## config.mk

```make
export PLATFORM = sky130hd
export DESIGN_NAME = cau_div_step
export DESIGN_NICKNAME = d
export VERILOG_FILES = /design/src/design/cau_pkg.sv /design/src/design/cau_div_step.sv
export SDC_FILE = /design/constraint.sdc
export NUM_CORES = 1
export LEC_CHECK = 0
export BUFFER_PORTS_ARGS = -buffer_cell sky130_fd_sc_hd__buf_2
export CORE_MARGIN = 8
export CORE_UTILIZATION = 50
export DETAILED_ROUTE_END_ITERATION = 10
export PLACE_DENSITY = 0.9
export SLEW_MARGIN = 40
export SYNTH_ARGS = -nofsm -noshare
export SYNTH_HDL_FRONTEND = slang
export SYNTH_SLANG_ARGS = --single-unit
```

## constraint.sdc

```tcl
create_clock -name vclk -period 11.37
set_clock_uncertainty 0.05 [all_clocks]
set_input_delay 3.411 -clock vclk [all_inputs]
set_output_delay 3.411 -clock vclk [all_outputs]
set_load 0.1 [all_outputs]
```

## src/design/cau_pkg.sv

```systemverilog
// Package: types, constants and saturation helpers for the complex arithmetic unit.
`default_nettype none
package cau_pkg;

  localparam int FRAC_BITS = 8;
  localparam int QW        = 16;
  localparam int NUM_W     = 32 + FRAC_BITS;
  localparam int REM_W     = (NUM_W > 32 + QW) ? NUM_W : 32 + QW;

  localparam logic [1:0] FUNC_ADD = 2'd0;
  localparam logic [1:0] FUNC_SUB = 2'd1;
  localparam logic [1:0] FUNC_MUL = 2'd2;
  localparam logic [1:0] FUNC_DIV = 2'd3;

  localparam logic signed [15:0] RES_MAX = 16'sh7fff;
  localparam logic signed [15:0] RES_MIN = -16'sh8000;

  typedef struct packed {
    logic [1:0]         func;
    logic signed [15:0] a_re;
    logic signed [15:0] a_im;
    logic signed [15:0] b_re;
    logic signed [15:0] b_im;
  } cau_in_t;

  typedef struct packed {
    logic signed [15:0] res_re;
    logic signed [15:0] res_im;
    logic               div_zero;
    logic               overflow;
  } cau_out_t;

  typedef struct packed {
    logic [REM_W-1:0] rem;
    logic [QW-1:0]    q;
  } cau_lane_t;

  typedef struct packed {
    logic [1:0] func;
    cau_out_t   alt;
    logic       dz;
    logic       neg_re;
    logic       neg_im;
    logic       pov_re;
    logic       pov_im;
  } cau_side_t;

  typedef struct packed {
    logic [15:0] v;
    logic        o;
  } cau_sat_t;

  function automatic cau_sat_t sat34(input logic signed [33:0] x);
    cau_sat_t r;
    if (x > 34'(RES_MAX)) begin
      r.v = RES_MAX;
      r.o = 1'b1;
    end else if (x < 34'(RES_MIN)) begin
      r.v = RES_MIN;
      r.o = 1'b1;
    end else begin
      r.v = x[15:0];
      r.o = 1'b0;
    end
    return r;
  endfunction

  function automatic cau_sat_t sat_quot(input logic neg, input logic pov,
                                        input logic [QW-1:0] q);
    cau_sat_t    r;
    logic [16:0] qn;
    qn = 17'd0 - {1'b0, q};
    if (!neg) begin
      if (pov || q > QW'(32767)) begin
        r.v = RES_MAX;
        r.o = 1'b1;
      end else begin
        r.v = q[15:0];
        r.o = 1'b0;
      end
    end else begin
      if (pov || q > QW'(32768)) begin
        r.v = RES_MIN;
        r.o = 1'b1;
      end else begin
        r.v = qn[15:0];
        r.o = 1'b0;
      end
    end
    return r;
  endfunction

endpackage
`default_nettype wire

```

## src/design/cau_div_step.sv

```systemverilog
// One restoring division step on two quotient lanes sharing a divisor.
`default_nettype none
module cau_div_step
  import cau_pkg::*;
(
  input  wire cau_lane_t        lre_i,
  input  wire cau_lane_t        lim_i,
  input  wire logic [REM_W-1:0] dsh_i,
  output cau_lane_t             lre_o,
  output cau_lane_t             lim_o
);

  logic [REM_W:0] dre, dim;

  always_comb begin
    dre = {1'b0, lre_i.rem} - {1'b0, dsh_i};
    dim = {1'b0, lim_i.rem} - {1'b0, dsh_i};
    lre_o.rem = dre[REM_W] ? lre_i.rem : dre[REM_W-1:0];
    lim_o.rem = dim[REM_W] ? lim_i.rem : dim[REM_W-1:0];
    lre_o.q   = {lre_i.q[QW-2:0], ~dre[REM_W]};
    lim_o.q   = {lim_i.q[QW-2:0], ~dim[REM_W]};
  end

endmodule
`default_nettype wire

```

# [After elaboration in Yosys (flattened, before gate mapping)]
# Cells that the tools add are included.
[word_totals] regBits=0 latchBits=0 ramBits=0 romBits=0 n_memories=0
[classes] add_sub_neg=2 mul=0 div_mod_pow=0 order_cmp=0 n_eq_ne=0 shift=0 n_mux=2 bitwise=2 reduce_logical=0
[op_table] op="subtractor 48 x 48 -> 49 bit" n=2
[op_table] op="2-to-1 mux 48 bit" n=2
[op_table] op="NOT 1 bit" n=2

# [Depth between registers and ports, before layout]
[logic_depth] word_depth=2 ltp_mapped=15 mapped_depth_nobuf=13

# [Worst setup path after synthesis]
# OpenSTA, ideal clock, no wires.
[synth_timing] path_kind="input port to output port" from="in dsh_i[11]" to="out lre_o[18] in the netlist's numbering" arrival_time_ns=7.542 t_required_ns=7.909 slack_ns=0.367 path_stages=12 cell_sequence="inv_1 -> ha_1 -> buf_2 -> nand4_1 -> or4_4 -> o21ai_4 -> nand4_1 -> a311oi_1 -> or4_4 -> o22ai_4 -> buf_6 -> o21ai_0"
[synth_rtl] item="start: declaration" line_no="cau_div_step.sv:8" text="input wire logic [REM_W-1:0] dsh_i,"
[synth_rtl] item="end: declaration" line_no="cau_div_step.sv:9" text="output cau_lane_t lre_o,"

==> results_dict.tcl <==
set metrics [dict create \
    outcome "complete, no violations" \
    place_inst 1415 \
    final_nets 1516 \
    synth_area_um2 6860 \
    start_kind "input port" \
    io_buffers 242 \
    yosysTopAreaCell "ha_1" \
    post-route-period-util 0.916 \
    ys_types 78 \
    crit_fanout 8 \
    synth_seq_area_share 0 \
    start_util 0.516 \
    tightest_slew_ns 0.728 \
    min_to "lim_o[12]" \
    ir_drop_mv 0.0841 \
    setup_viol 0 \
    powerDensity_nw_per_um2 123 \
    required_ns 7.91 \
    ys_warn_count 0 \
    viasPerCell 5.90 \
    relSlewSlack 0.502 \
    leakagePower_nw 4.05 \
    synthTopCellsByCount "a21oi_1 (132), nand2_1 (121), nor2_1 (100)" \
    end_kind "primary output" \
    seqCellArea_um2 0 \
    seq_cell_count 0 \
    synth_area_leaders "ha_1 (18%), a21oi_1 (9.6%), nand2_1 (6.6%), xnor2_1 (5.5%), xor2_1 (5.5%)" \
    syn-instance-count 1061 \
    post_drt_wl_per_cell_um 17.1 \
    die_h_um 133 \
    area_growth_pct 15.7 \
    rsz0062_at_grt "no" \
    maxSlewViolCount 0 \
    cpPeakStageDelay_ns 0.66 \
    tns_ns 0 \
    cp.arrival_ns 6.96 \
    synth_top_area_share 0.175 \
    die_w_um 133 \
    antenna_left 0 \
    path_common_cell "buf_2" \
    vias 8371 \
    grt-ovfl-total 0 \
    dp_hpwl_mm 21.2 \
    placementRows 42 \
    min_path_type "input port to primary output" \
    grt_max_degree 82 \
    coreArea_um2 13300 \
    worst_slack_ns 0.951 \
    die-area_um2 17700 \
    drc_errors 0 \
    syn_area_per_cell_um2 6.46 \
    crit_slowest_cell "a2111oi_0" \
    finalPower_mw 0.978 \
    pin_count 304 \
    path_delay_family "compound AO/OA/AOI/OAI gates" \
    grt_antenna_before_repair 2 \
    hp-start "lim_i[11]" \
    syn_nets 1335 \
    drtIter0Drc 685 \
    drt_wl_total_mm 24.3 \
    grt_pass1_wl_mm 38.6 \
    hold_buffers 0 \
    firstDrtPassIters 6 \
    cts_resized 0 \
    yosysMostFrequentCell "a21oi_1" \
    critical_path_buf_inv_count 3 \
    grtUsageTotal 0.256 \
    fillers 1329 \
    gp_congestion 0.986 \
    min_period_ns 10.42 \
    whs_path_depth 0 \
    nClkBuffers 0 \
    grt_pass1_vias 7948 \
    drive_gt1_frac 0.237 \
    final_cells 1418 \
    clock.fmax_ghz 0.0960 \
    path_cells "buf_2 -> inv_1 -> ha_1 -> nand3_1 -> nand4bb_1 -> a2111oi_0 -> a211oi_1 -> and3_1 -> nor3b_2 -> a41o_1 -> a221oi_2 -> xnor2_1 -> mux2_2 -> buf_2" \
    place_ws_ns 0.755 \
    cts_setup_buffers 0 \
    maxCapViolCount 0 \
    final_hold_viol_count 0 \
    crit_type "input port to primary output" \
]
==> where the power goes <==
part	internal, mW	switching (mW)
logic	0.227	0.751
registers	0	0
clock network	0.0000000235	0
==> cell type report <==
cell class                      count  area [µm²]  area share
Tap cell                          176         220      0.0278
Multi-Input combinational cell    917        6150       0.775
Inverter                           74         278      0.0350
Timing Repair Buffer              249        1280       0.162
Antenna cell                        2        5.00    0.000631
==> metal layers <==
layer / global-route usage / routed length (µm) / part of all wire
met5: 0 / 0 / 0
met4: 0.0780 / 813 / 0.033
met3: 0.0436 / 1850 / 0.076
met2: 0.447 / 11500 / 0.47
met1: 0.313 / 10100 / 0.42
==> layout by cell type, fill, tap and decap left out, types with 10 or more instances in the layout <==
cell	Yosys	final
o21ai_1	53	52
a21oi_1	132	132
nor2b_1	13	13
a21o_1	37	37
inv_1	74	74
xor2_1	43	43
nor3_1	14	14
nand3_1	23	23
nor2_1	100	100
nand2b_1	15	15
buf_2	15	242
nand2_1	121	121
o21ai_0	58	58
mux2_2	11	11
ha_1	96	96
nand4_1	18	18
xnor2_1	43	43
o21a_1	10	10
==> per-stage QoR <==
stage	util	hold WS [ns]	area, µm²
final	0.597	6.77	7930
after global routing	0.597	6.77	7930
after CTS	0.595	6.77	7910
after detailed placement	0.595	6.77	7910
after global placement	0.595	6.77	7910
after floorplan	-	6.98	6860
==> kinds of logic (layout without fill, tap and decap cells) <==
family | Yosys count | in the layout | synth area share
AO/OA/AOI/OAI | 381 | 381 | 0.353
AND/OR/NAND/NOR | 339 | 339 | 0.230
multiplexers | 13 | 13 | 0.0210
other | 0 | 2 | 0
buffers and inverters | 144 | 323 | 0.105
adder cells (fa/ha/maj) | 98 | 98 | 0.181
XOR/XNOR | 86 | 86 | 0.110
==> worst max-delay path by stage <==
stage | cells after the start | end | start
5_1_grt | 14 | lim_o[63] | dsh_i[1]
4_1_cts | 15 | lre_o[19] | dsh_i[11]
6_report | 14 | lim_o[59] | dsh_i[12]
3_3_place_gp | 15 | lre_o[19] | dsh_i[11]
2_1_floorplan | 12 | lre_o[18] | dsh_i[11]
3_5_place_dp | 15 | lre_o[19] | dsh_i[11]
(Power assumes the default switching activity.)
